**src/rtl/cwm_pkg.sv**
```systemverilog
// ---------------------------------------------------------------------------
// cwm_pkg
// Shared constants, types and control structs of the windowed utilization
// monitor.
// ---------------------------------------------------------------------------
package cwm_pkg;

  localparam int SLOT_COUNT = 1024;
  localparam int ADDR_W     = $clog2(SLOT_COUNT);
  localparam int TICK_BITS  = 48;
  localparam int TIME_W     = 32;
  localparam int WIN_W      = 16;
  localparam int NUM_WIN    = 3;
  localparam int NUM_CTR    = 4;
  localparam int PCT_W      = 14;
  localparam int SUM_W      = TICK_BITS + 2;
  localparam int DIFF_W     = TICK_BITS + 3;
  localparam int REM_W      = DIFF_W + 1;
  localparam int ROW_W      = NUM_CTR * TICK_BITS;
  localparam int IN_W       = 224;
  localparam int OUT_W      = 168;
  localparam int TW_W       = TIME_W + 2;

  localparam logic [PCT_W-1:0] FULL_SCALE = 14'd10000;

  // configuration register indexes
  localparam logic [1:0] CFG_SHORT = 2'd0;
  localparam logic [1:0] CFG_MID   = 2'd1;
  localparam logic [1:0] CFG_LONG  = 2'd2;

  localparam logic [WIN_W-1:0] SHORT_RST = 16'd60;
  localparam logic [WIN_W-1:0] MID_RST   = 16'd300;
  localparam logic [WIN_W-1:0] LONG_RST  = 16'd900;

  typedef enum logic [3:0] {
    ST_CLEAR,
    ST_IDLE,
    ST_FIND,
    ST_STORE,
    ST_SCAN,
    ST_LOAD,
    ST_SETUP,
    ST_PREP,
    ST_CHECK,
    ST_DIVW,
    ST_WRB,
    ST_DONE
  } state_t;

  typedef struct packed {
    logic              capture;
    logic              clr_wr;
    logic              find;
    logic              scan;
    logic              rd_en;
    logic [ADDR_W-1:0] addr;
    logic              store;
    logic              ld_rd;
    logic [1:0]        sel;
    logic              setup;
    logic              prep;
    logic              div_start;
    logic              res_wr;
    logic [1:0]        c;
    logic [1:0]        w;
    logic              out_load;
  } cmd_t;

  typedef struct packed {
    logic skip;
    logic div_done;
    logic out_valid;
  } status_t;

endpackage

```
**src/rtl/cwm_ctrl.sv**
```systemverilog
// ---------------------------------------------------------------------------
// cwm_ctrl
// Sequencer: table clear after reset, free-slot pass, store, baseline pass,
// row loads and the twelve share computations.
// ---------------------------------------------------------------------------
module cwm_ctrl (
  input  logic             clk,
  input  logic             rst,
  input  logic             in_valid,
  output logic             in_ready,
  input  cwm_pkg::status_t st,
  output cwm_pkg::cmd_t    cmd
);

  cwm_pkg::state_t            state, state_next;
  logic [cwm_pkg::ADDR_W:0]   cnt, cnt_next;
  logic [1:0]                 c, c_next, w, w_next;

  always_ff @(posedge clk) begin
    if (rst) begin
      state <= cwm_pkg::ST_CLEAR;
      cnt   <= '0;
      c     <= '0;
      w     <= '0;
    end else begin
      state <= state_next;
      cnt   <= cnt_next;
      c     <= c_next;
      w     <= w_next;
    end
  end

  always_comb begin
    state_next = state;
    cnt_next   = cnt;
    c_next     = c;
    w_next     = w;
    in_ready   = 1'b0;
    cmd        = '0;
    cmd.addr   = cnt[cwm_pkg::ADDR_W-1:0];
    cmd.sel    = cnt[1:0];
    cmd.c      = c;
    cmd.w      = w;
    unique case (state)
      cwm_pkg::ST_CLEAR: begin
        cmd.clr_wr = 1'b1;
        cnt_next   = cnt + 1'b1;
        if (&cnt[cwm_pkg::ADDR_W-1:0]) begin
          cnt_next   = '0;
          state_next = cwm_pkg::ST_IDLE;
        end
      end
      cwm_pkg::ST_IDLE: begin
        in_ready = 1'b1;
        if (in_valid) begin
          cmd.capture = 1'b1;
          cnt_next    = '0;
          state_next  = cwm_pkg::ST_FIND;
        end
      end
      cwm_pkg::ST_FIND: begin
        cmd.find  = 1'b1;
        cmd.rd_en = !cnt[cwm_pkg::ADDR_W];
        cnt_next  = cnt + 1'b1;
        // the extra count step, with no read, drains the registered read
        if (cnt[cwm_pkg::ADDR_W]) begin
          cnt_next   = '0;
          state_next = cwm_pkg::ST_STORE;
        end
      end
      cwm_pkg::ST_STORE: begin
        cmd.store  = 1'b1;
        state_next = cwm_pkg::ST_SCAN;
      end
      cwm_pkg::ST_SCAN: begin
        cmd.scan  = 1'b1;
        cmd.rd_en = !cnt[cwm_pkg::ADDR_W];
        cnt_next  = cnt + 1'b1;
        if (cnt[cwm_pkg::ADDR_W]) begin
          cnt_next   = '0;
          state_next = cwm_pkg::ST_LOAD;
        end
      end
      cwm_pkg::ST_LOAD: begin
        cmd.ld_rd = !cnt[2];
        cnt_next  = cnt + 1'b1;
        if (cnt[2]) begin
          cnt_next   = '0;
          c_next     = '0;
          w_next     = '0;
          state_next = cwm_pkg::ST_SETUP;
        end
      end
      cwm_pkg::ST_SETUP: begin
        cmd.setup  = 1'b1;
        state_next = cwm_pkg::ST_PREP;
      end
      cwm_pkg::ST_PREP: begin
        cmd.prep   = 1'b1;
        state_next = cwm_pkg::ST_CHECK;
      end
      cwm_pkg::ST_CHECK: begin
        if (st.skip) begin
          state_next = cwm_pkg::ST_WRB;
        end else begin
          cmd.div_start = 1'b1;
          state_next    = cwm_pkg::ST_DIVW;
        end
      end
      cwm_pkg::ST_DIVW: begin
        if (st.div_done) state_next = cwm_pkg::ST_WRB;
      end
      cwm_pkg::ST_WRB: begin
        cmd.res_wr = 1'b1;
        state_next = cwm_pkg::ST_SETUP;
        if (w == 2'(cwm_pkg::NUM_WIN - 1)) begin
          w_next = '0;
          if (c == 2'(cwm_pkg::NUM_CTR - 1)) state_next = cwm_pkg::ST_DONE;
          else c_next = c + 2'd1;
        end else begin
          w_next = w + 2'd1;
        end
      end
      cwm_pkg::ST_DONE: begin
        if (!st.out_valid) begin
          cmd.out_load = 1'b1;
          state_next   = cwm_pkg::ST_IDLE;
        end
      end
      default: state_next = cwm_pkg::ST_IDLE;
    endcase
  end

  a_accept_find: assert property (@(posedge clk) disable iff (rst)
    (in_valid && in_ready) |=> (state == cwm_pkg::ST_FIND))
    else $error("accepted word did not start the free-slot pass");

  a_start_ok: assert property (@(posedge clk) disable iff (rst)
    cmd.div_start |-> !st.skip)
    else $error("divider started on a special-case share");

  a_load_free: assert property (@(posedge clk) disable iff (rst)
    cmd.out_load |-> !st.out_valid)
    else $error("result register overwritten while still pending");

endmodule

```
**config.mk**
```make
export PLATFORM = sky130hd
export DESIGN_NAME = cwm_ctrl
export DESIGN_NICKNAME = d
export VERILOG_FILES = /design/src/rtl/cwm_pkg.sv /design/src/rtl/cwm_ctrl.sv
export SDC_FILE = /design/constraint.sdc
export NUM_CORES = 1
export LEC_CHECK = 0
export ABC_CLOCK_PERIOD_IN_PS = 1700
export BUFFER_PORTS_ARGS = -buffer_cell sky130_fd_sc_hd__buf_2
export CAP_MARGIN = 20
export CORE_UTILIZATION = 38
export DETAILED_ROUTE_END_ITERATION = 7
export PLACE_DENSITY = 0.74
export SYNTH_ARGS = -nofsm -noshare
export SYNTH_HDL_FRONTEND = slang
export SYNTH_SLANG_ARGS = --single-unit
export TNS_END_PERCENT = 30
```
**constraint.sdc**
```tcl
create_clock -name clk -period 1.7 [get_ports clk]
set_input_delay 0.255 -clock clk [delete_from_list [all_inputs] [get_ports clk]]
set_output_delay 0.255 -clock clk [all_outputs]
set_load 0.01 [all_outputs]
```
; ---- Yosys cells after proc, flatten, opt, wreduce, memory -nomap -nowiden
; Index checks and enable logic that the tools add are counted.
[op_classes]
add_sub_neg = 3
n_eq_ne = 22
n_mux = 38
reduce_logical = 11
[ops]
columns = operator, count
row1 = $pmux 4 s12, 1
row2 = $mux 11, 4
row3 = $pmux 11 s4, 1
row4 = $mux 4, 9
row5 = $ne 2x2->1 const B, 9
row6 = $eq 4x3->1 const B, 4
row7 = $eq 4x4->1 const B, 4
row8 = $mux 1, 16
row9 = $add 11x1->11 const B, 1
row10 = $mux 2, 5
row11 = $reduce_and 10->1, 1
row12 = $eq 4x2->1 const B, 2
row13 = $pmux 2 s2, 2
row14 = $reduce_and 7->1, 1
row15 = $add 2x1->2 const B, 2
row16 = $eq 2x2->1 const B, 2
row17 = $eq 4x1->1 const B, 1
row18 = $logic_not 4->1, 1
row19 = $reduce_and 2->1, 2
row20 = $reduce_and 4->1, 1
row21 = $reduce_bool 4->1, 1
row22 = $logic_not 1->1, 2
row23 = $reduce_bool 2->1, 1
row24 = $reduce_or 2->1, 1
[totals]
register_bits = 19
input_bits = 6
output_inout_bits = 29
elab_cells = 78

; ---- Depth between registers and ports, before layout
; Gate-level depths: netlist of the first run.
[depth]
word_depth = 4
mapped_depth = 7
depth_no_buf = 7

; ---- Worst setup path after synthesis of the first run
; Ideal clock, no wire load.
[synth_path]
path_type = reg2reg
start = register state[2]
end = register state[1]
setup_ns = 0.072
arrival_ns = 1.558
t_required_ns = 1.628
slack_ns = 0.071
stages_incl_launch_ff = 7
path_buffers = 2
synth_period_minus_slack_ns = 1.629
path_cell_list = dfxtp_1 buf_2 buf_2 nor4_1 a21oi_1 nand2_1 mux2i_1
[synth_via]
elab_chain_cells = 3
elab_cells_between_ends = 21
classes_between = 18 x eq/ne / 1 x mux / 2 x reduce/logical
[synth_rtl]
columns = element, line
row1 = from (decl), cwm_ctrl.sv:15  ; cwm_pkg::state_t state, state_next;
row2 = from (signal assigned), cwm_ctrl.sv:21  ; state <= cwm_pkg::ST_CLEAR;
row3 = from (signal assigned), cwm_ctrl.sv:26  ; state <= state_next;
row4 = $eq 4x2->1 (tied with other cells), cwm_ctrl.sv:44  ; unique case (state)
row5 = $ne 2x2->1 (no source line), n/a
row6 = $reduce_and 7->1 (no source line), n/a
; Several ways; a longest one is shown, not always the timed one.
; A chain may end at the register's enable or synchronous reset.

; ---- Worst setup path in the final report of the first run
[layout_path]
start = register state[2]
end = register cnt[3] in the netlist's numbering
[layout_via]
elab_chain_cells = 4
elab_cells_between_ends = 10
classes_between = 5 x eq/ne / 1 x mux / 4 x reduce/logical
[layout_rtl]
columns = element, line
row1 = $eq 4x3->1 / $eq 4x2->1 (equally long branches), cwm_ctrl.sv:44
row2 = $reduce_or 2->1 (no source line), n/a
row3 = $reduce_bool 4->1 (no source line), n/a
row4 = $reduce_and 2->1 (no source line), n/a
row5 = to (signal assigned), cwm_ctrl.sv:27  ; cnt <= cnt_next;
row6 = to (decl), cwm_ctrl.sv:16  ; logic [cwm_pkg::ADDR_W:0] cnt, cnt_next;
; Several ways; a longest one is shown, not always the timed one.

==> flow_metrics.env, run 1 <==
export IMPL_n_antenna_cell=0
export IMPL_hold_path_end="w[0]$_SDFFE_PP0P_"
export IMPL_gp_congestion=0.829
export IMPL_die_x_um=62.6
export IMPL_hold_depth=2
export IMPL_postCtsHoldBufs=0
export IMPL_pwr_share_comb_pct=53.8
export IMPL_nNetsFinal=235
export IMPL_finalSetupViolations=0
export IMPL_grt_pass1_vias=1245
export IMPL_hold_viol_final=0
export IMPL_finalCritPeriodShare_pct=96.8
export IMPL_final_instance_count_excl_fill=270
export IMPL_clk_pin_slew_ps=120
export IMPL_p_int_w=0.00105
export IMPL_arrival_ps=1870
export IMPL_synth_fp_nets=193
export IMPL_clock_latency_ps=300
export IMPL_rsz0062_at_grt="true"
export IMPL_cts_root_buf="clkbuf_4"
export IMPL_drtPass1Iterations=4
export IMPL_crit_path_end_kind="register"
export IMPL_drtIter0Drc=57
export IMPL_clock_skew_ps=5.37
export IMPL_worstMarginPinSlew_ps=418
export IMPL_power_switching_w=0.000707
export IMPL_placed_cells=265
export IMPL_core_area_mm2=0.00342
export IMPL_cts_tree="done"
export IMPL_status="completed"
export IMPL_synth_top_area_cell="dfxtp_1"
export IMPL_timing_rr_end="cnt[3]$_SDFFE_PP0P_"
export IMPL_cap_viol_max_count=0
export IMPL_via_count=1431
export IMPL_yosysTopAreaCellShare_pct=27.2
export IMPL_min_from="rst"
export IMPL_grt_max_degree=23
export IMPL_synth_seq_area_share_pct=27.2
export IMPL_drt_wirelength_per_cell_um=12.9
export IMPL_io_pins=35
export IMPL_clockBufferDepth=2
export IMPL_syn_area_mm2=0.00140
export IMPL_clock_fmax_ghz=0.608
export IMPL_ys_warn_count=0
export IMPL_dieArea_mm2=0.00392
export IMPL_ff_latch_area_um2=395
export IMPL_power_leakage_nw=0.805
export IMPL_worstPathMaxFanout=11
export IMPL_worst_r2r_cell_count=5
export IMPL_fillers=348
export IMPL_portBuffers=34
export IMPL_reg2reg_from="state[2]$_SDFFE_PP0P_"
export IMPL_syn_avg_cell_area_um2=7.63
export IMPL_maxSlewViolCount=0
export IMPL_crit_type="register to register"
export IMPL_crit_required_ps=1930
export IMPL_initial_core_util_pct=40.9
export IMPL_synth_area_top_cells="dfxtp_1, buf_4, nor3_1"
export IMPL_cts_htree_levels=1
export IMPL_post_synth_num_cell_types=45
export IMPL_cp_start_kind="register"
export IMPL_grt_pass1_wl_um=5610
export IMPL_synth_cells=183
export IMPL_viasPerCell=5.30
export IMPL_wl_um=3470
export IMPL_synth_seq_cells=19
export IMPL_peakVddDrop_v=0.000505
export IMPL_die_height_um=62.6
export IMPL_dp_hpwl_um=2630
export IMPL_antenna_found_initial=0
export IMPL_globalRouteOverflowTotal=0
export IMPL_pwr_share_clk_pct=13.5
export IMPL_multi_input_area_um2=920
export IMPL_grt_use_total_pct=17.5
export IMPL_slew_headroom_pct=71.4
export IMPL_drive_gt1_share_pct=38.4
export IMPL_seqPwrFrac_pct=32.8
export IMPL_drt_antenna_violating_nets=0
export IMPL_cts_sinks=19
export IMPL_syn2layout_area_growth_pct=28.6
export IMPL_r2r_slack_ps=60
export IMPL_hold_class="input pin to register"
export IMPL_fin_util_pct=52.6
export IMPL_fin_crit_ps=1640
export IMPL_swShare_pct=40.2
export IMPL_remaining_drc_errors=0
export IMPL_rows=21
export IMPL_power_density_mw_per_mm2=980
export IMPL_cts_made_buffers=3
## metrics by stage
step / area [um^2] / setup WS [ps] / hold slack, ps / TNS, ps / power, W
final: 1800 / 55.0 / 367 / 0 / 0.00176
after global routing: 1800 / -32.1 / 379 / -42.6 / 0.00188
after CTS: 1740 / -3.05 / 352 / -3.05 / 0.00169
after detailed placement: 1670 / 25.7 / 498 / 0 / 0.00142
after global placement: 1670 / 68.8 / 495 / 0 / 0.00141
after floorplan: 1400 / 70.9 / 436 / 0 / 0.00115
## critical path, stage by stage (launching register included)
cell	delay [ps]
dfxtp_4	370
buf_4	170
o32a_1	380
or3_1	370
mux2i_1	130
nor3_1	150
## cells in the final DEF (no fill, tap or decap), types with 4 or more instances in the layout
master and instances:
nor2b_1 6, o21ai_0 8, inv_1 5, nor2_1 19, nand3_1 8, buf_4 26
nand2_1 10, a21oi_1 8, dfxtp_1 13, nor3_1 15, mux2i_1 4, nor4_2 4
buf_2 34, xnor2_1 6
## Yosys cell counts (all sizes together)
| cell type | n |
|---|---|
| a2111oi | 1 |
| a211o | 1 |
| a21oi | 8 |
| a22o | 2 |
| a22oi | 2 |
| a311oi | 1 |
| a31oi | 3 |
| a32o | 1 |
| and2 | 2 |
| and3 | 2 |
| and4 | 2 |
| buf | 20 |
| clkbuf | 4 |
| dfxtp | 19 |
| ha | 4 |
| inv | 5 |
| mux2 | 2 |
| mux2i | 4 |
| nand2 | 10 |
| nand2b | 5 |
| nand3 | 8 |
| nand4 | 1 |
| nand4bb | 2 |
| nor2 | 19 |
| nor2b | 6 |
| nor3 | 17 |
| nor3b | 1 |
| nor4 | 4 |
| o21ai | 9 |
| o22a | 1 |
| o22ai | 2 |
| o2bb2ai | 1 |
| o32a | 1 |
| o32ai | 2 |
| or2 | 3 |
| or3 | 1 |
| xnor2 | 6 |
| xor2 | 1 |
## area by class of cell
type	count	area share, %
clock buffers	3	1.25
clock inverters	1	0.279
inverters	5	1.05
multi-input cells	135	51.2
flip-flops and latches	19	22.0
well taps	46	3.21
repair buffers	61	21.0
## logic make-up after synthesis
logic type,after synthesis,synth area share (%)
simple gates,83,31.5
compound gates,35,17.0
buf+inv,29,11.7
flops,19,27.2
xor+xnor,7,4.39
mux,6,4.48
fa+ha+maj,4,3.58
## layer usage
layer | share of wire (%) | vias to the layer above | global-route usage, % | routed length (um)
li1 | - | 732 | - | -
met1 | 44 | 660 | 22.9 | 1540
met2 | 50 | 39 | 30.4 | 1750
met3 | 5.2 | 0 | 3.47 | 180
met4 | 0 | 0 | 1.74 | 0
met5 | 0 | - | 0 | 0
## repair_timing
action / in CTS / in global routing
cloned: 0 / 0
setup endpoints to repair: 10 / 17
resized for setup: 9 / 12
pin swaps: 1 / 3
buffers inserted: 2 / 0
## state kept, by name (all words and copies together), names as in the netlist
register,flops
c,2
state,4
w,2
cnt,11
## power groups by stage
| stage | Combinational, W | Clock (W) | Sequential, W |
|---|---|---|---|
| finish | 0.000946 | 0.000237 | 0.000576 |
| global route | 0.00103 | 0.000263 | 0.000586 |
| CTS | 0.000893 | 0.000242 | 0.000555 |
| detailed placement | 0.000852 | 0 | 0.000571 |
| global placement | 0.000844 | 0 | 0.000568 |
| floorplan | 0.000608 | 0 | 0.000542 |
## worst max-delay path by stage
stage                               start               endpoint  slack (ps)
floorplan           state[2]$_SDFFE_PP0P_  state[1]$_SDFFE_PP0P_          70
global placement      cnt[0]$_SDFFE_PP0P_    cnt[1]$_SDFFE_PP0P_          70
detailed placement  state[0]$_SDFFE_PP0P_    cnt[1]$_SDFFE_PP0P_          30
CTS                 state[1]$_SDFFE_PP0P_                cmd[23]          -3
global route        state[0]$_SDFFE_PP0P_                cmd[12]         -30
finish              state[2]$_SDFFE_PP0P_    cnt[3]$_SDFFE_PP0P_          60
No activity file was read; power rests on OpenSTA's default activity.
==> inputs of run 2 (changes only) <==
Settings changed: BUFFER_PORTS_ARGS -buffer_cell sky130_fd_sc_hd__buf_2 to not set, DONT_BUFFER_PORTS set to 1, GPL_TIMING_DRIVEN set to 0, PLACE_DENSITY 0.74 to 0.65.
==> run 2 against run 1 <==
Compared with the run above: sequential share of layout area is 0.71 points higher; sequential power is 0.9% higher; critical path type is now register to output port; highest routed layer is now met4; design area is 3.1% lower; maximum frequency hardly changed; largest power group unchanged; clock power is 3% lower; combinational power is 5.0% higher; power is 2.6% higher; first-iteration DRC count is 18% lower; die area stayed put; hold slack worse by 250 ps; cell count is 11% lower; clock skew is 1.5 ps higher.
==> flow_metrics.env, run 2 (synthesis results as in run 1) <==
export IMPL_swShare_pct=41.2
export IMPL_grt_max_degree=11
export IMPL_worst_r2r_cell_count=6
export IMPL_grt_use_total_pct=17.4
export IMPL_seqPwrFrac_pct=32.2
export IMPL_cts_tree="done"
export IMPL_clock_latency_ps=300
export IMPL_grtUsageMet2_pct=30.0
export IMPL_dp_hpwl_um=2470
export IMPL_drive_gt1_share_pct=32.1
export IMPL_clockBufferDepth=2
export IMPL_hold_viol_final=0
export IMPL_cts_made_buffers=3
export IMPL_layout_commonest_cell="buf_4"
export IMPL_use_met1_pct=21.7
export IMPL_critPathMaxStageDelay_ps=350
export IMPL_biggestRegsByFlops="cnt (11), state (4)"
export IMPL_remaining_drc_errors=0
export IMPL_grt_pass1_vias=1143
export IMPL_postCtsHoldBufs=0
export IMPL_drtIter0Drc=47
export IMPL_cap_viol_max_count=0
export IMPL_dieArea_mm2=0.00392
export IMPL_p_int_w=0.00106
export IMPL_cp_num_buf_inv=1
export IMPL_cts_root_buf="clkbuf_4"
export IMPL_finalSetupViolations=0
export IMPL_cts_sinks=19
export IMPL_mostFrequentLayoutCells="buf_4, nor2_1, nor3_1, dfxtp_1, nand2_1"
export IMPL_crit_chain="buf_6 > nand2b_4 > nor3_4 > and2_4"
export IMPL_fin_crit_ps=1650
export IMPL_largest_register="cnt"
export IMPL_power_switching_w=0.000744
export IMPL_drt_wirelength_per_cell_um=14.5
export IMPL_hold_class="input pin to register"
export IMPL_maxSlewViolCount=0
export IMPL_grt_met3_usage_pct=4.56
export IMPL_core_area_mm2=0.00342
export IMPL_crit_path_end_kind="output port"
export IMPL_clock_skew_ps=6.90
export IMPL_io_pins=35
export IMPL_portBuffers=0
export IMPL_clk_pin_slew_ps=110
export IMPL_clock_fmax_ghz=0.607
export IMPL_initial_core_util_pct=40.9
export IMPL_n_antenna_cell=0
export IMPL_viasPerCell=5.57
export IMPL_path_delay_family="simple AND/OR/NAND/NOR gates"
export IMPL_drtPass1Iterations=4
export IMPL_pwr_share_clk_pct=12.8
export IMPL_globalRouteOverflowTotal=0
export IMPL_drt_antenna_violating_nets=0
export IMPL_whs_ps=120
export IMPL_rows=21
export IMPL_placed_cells=229
export IMPL_finalCritPeriodShare_pct=96.8
export IMPL_die_height_um=62.6
export IMPL_syn2layout_area_growth_pct=24.6
export IMPL_peakVddDrop_v=0.000610
export IMPL_wl_um=3470
export IMPL_largest_reg_flops=11
export IMPL_via_count=1331
export IMPL_power_w=0.00180
export IMPL_status="completed"
export IMPL_antenna_found_initial=0
export IMPL_cp_start_kind="register"
export IMPL_nNetsFinal=204
export IMPL_slew_headroom_pct=67.0
export IMPL_cp_num_cells=4
export IMPL_crit_type="register to output port"
export IMPL_hold_depth=2
export IMPL_power_leakage_nw=0.655
export IMPL_rsz0062_at_grt="true"
export IMPL_worstPathMaxFanout=10
export IMPL_grt_pass1_wl_um=5480
export IMPL_power_density_mw_per_mm2=1040
export IMPL_cpMaxStageDelayCell="dfxtp_2"
export IMPL_worstMarginPinSlew_ps=494
export IMPL_cts_htree_levels=1
export IMPL_grt_most_used_layer="met2"
export IMPL_final_instance_count_excl_fill=239
export IMPL_fillers=344
export IMPL_die_x_um=62.6
export IMPL_pwr_share_comb_pct=55.0
export IMPL_arrival_ps=1390
export IMPL_gp_congestion=0.801
export IMPL_crit_required_ps=1440
## run 2: area by class of cell
class	instances	area [um^2]	area share [%]
well taps	46	57.6	3.31
plain buffers	24	193	11.1
multi-input cells	135	1000	57.7
inverters	5	18.8	1.08
repair buffers	6	45.0	2.59
flip-flops and latches	19	395	22.7
clock buffers	4	26.3	1.51
## run 2: what timing repair did
action / CTS / global route
endpoints found under the setup margin: 21 / 27
resized for setup: 24 / 38
buffers inserted: 0 / 6
pin swaps: 2 / 5
## run 2: routing by layer
| metal | up-vias | wire [um] |
|---|---|---|
| met5 | - | 0 |
| met4 | 0 | 27 |
| met3 | 5 | 164 |
| met2 | 34 | 1720 |
| met1 | 624 | 1560 |
| li1 | 668 | - |
## run 2: power by group through the flow
stage | clock [W] | combinational (W) | sequential [W]
6_report | 0.000230 | 0.000993 | 0.000581
3_5_place_dp | 0 | 0.000736 | 0.000557
3_3_place_gp | 0 | 0.000735 | 0.000556
4_1_cts | 0.000238 | 0.000815 | 0.000568
2_1_floorplan | 0 | 0.000608 | 0.000542
5_1_grt | 0.000263 | 0.00107 | 0.000594
## run 2: path summary, 6_finish.rpt
| path | to | slack [ps] | from |
|---|---|---|---|
| worst min-delay path | cnt[10]$_SDFFE_PP0P_ | 120 | rst |
| worst min register to register | cnt[1]$_SDFFE_PP0P_ | 540 | cnt[1]$_SDFFE_PP0P_ |
| worst max-delay path | cmd[27] | 50 | state[1]$_SDFFE_PP0P_ |
| worst max register to register | cnt[1]$_SDFFE_PP0P_ | 60 | cnt[0]$_SDFFE_PP0P_ |
## run 2: worst reg2reg max path: cells and delay by family, from the launching register on
family                   cells  cell delay (ps)
flip-flops                   1              400
AO/OA/AOI/OAI                1              250
AND/OR/NAND/NOR              4              750
adder cells (fa/ha/maj)      1              150
## run 2: metrics by stage
step / instance area, um^2 / setup WS [ps] / util, % / TNS, ps
3_3_place_gp: 1450 / -202 / 42.6 / -1450
2_1_floorplan: 1400 / 70.9 / - / 0
5_1_grt: 1740 / -10.6 / 50.9 / -10.6
4_1_cts: 1580 / -123 / 46.3 / -402
6_report: 1740 / 53.9 / 50.9 / 0
3_5_place_dp: 1450 / -211 / 42.6 / -1570
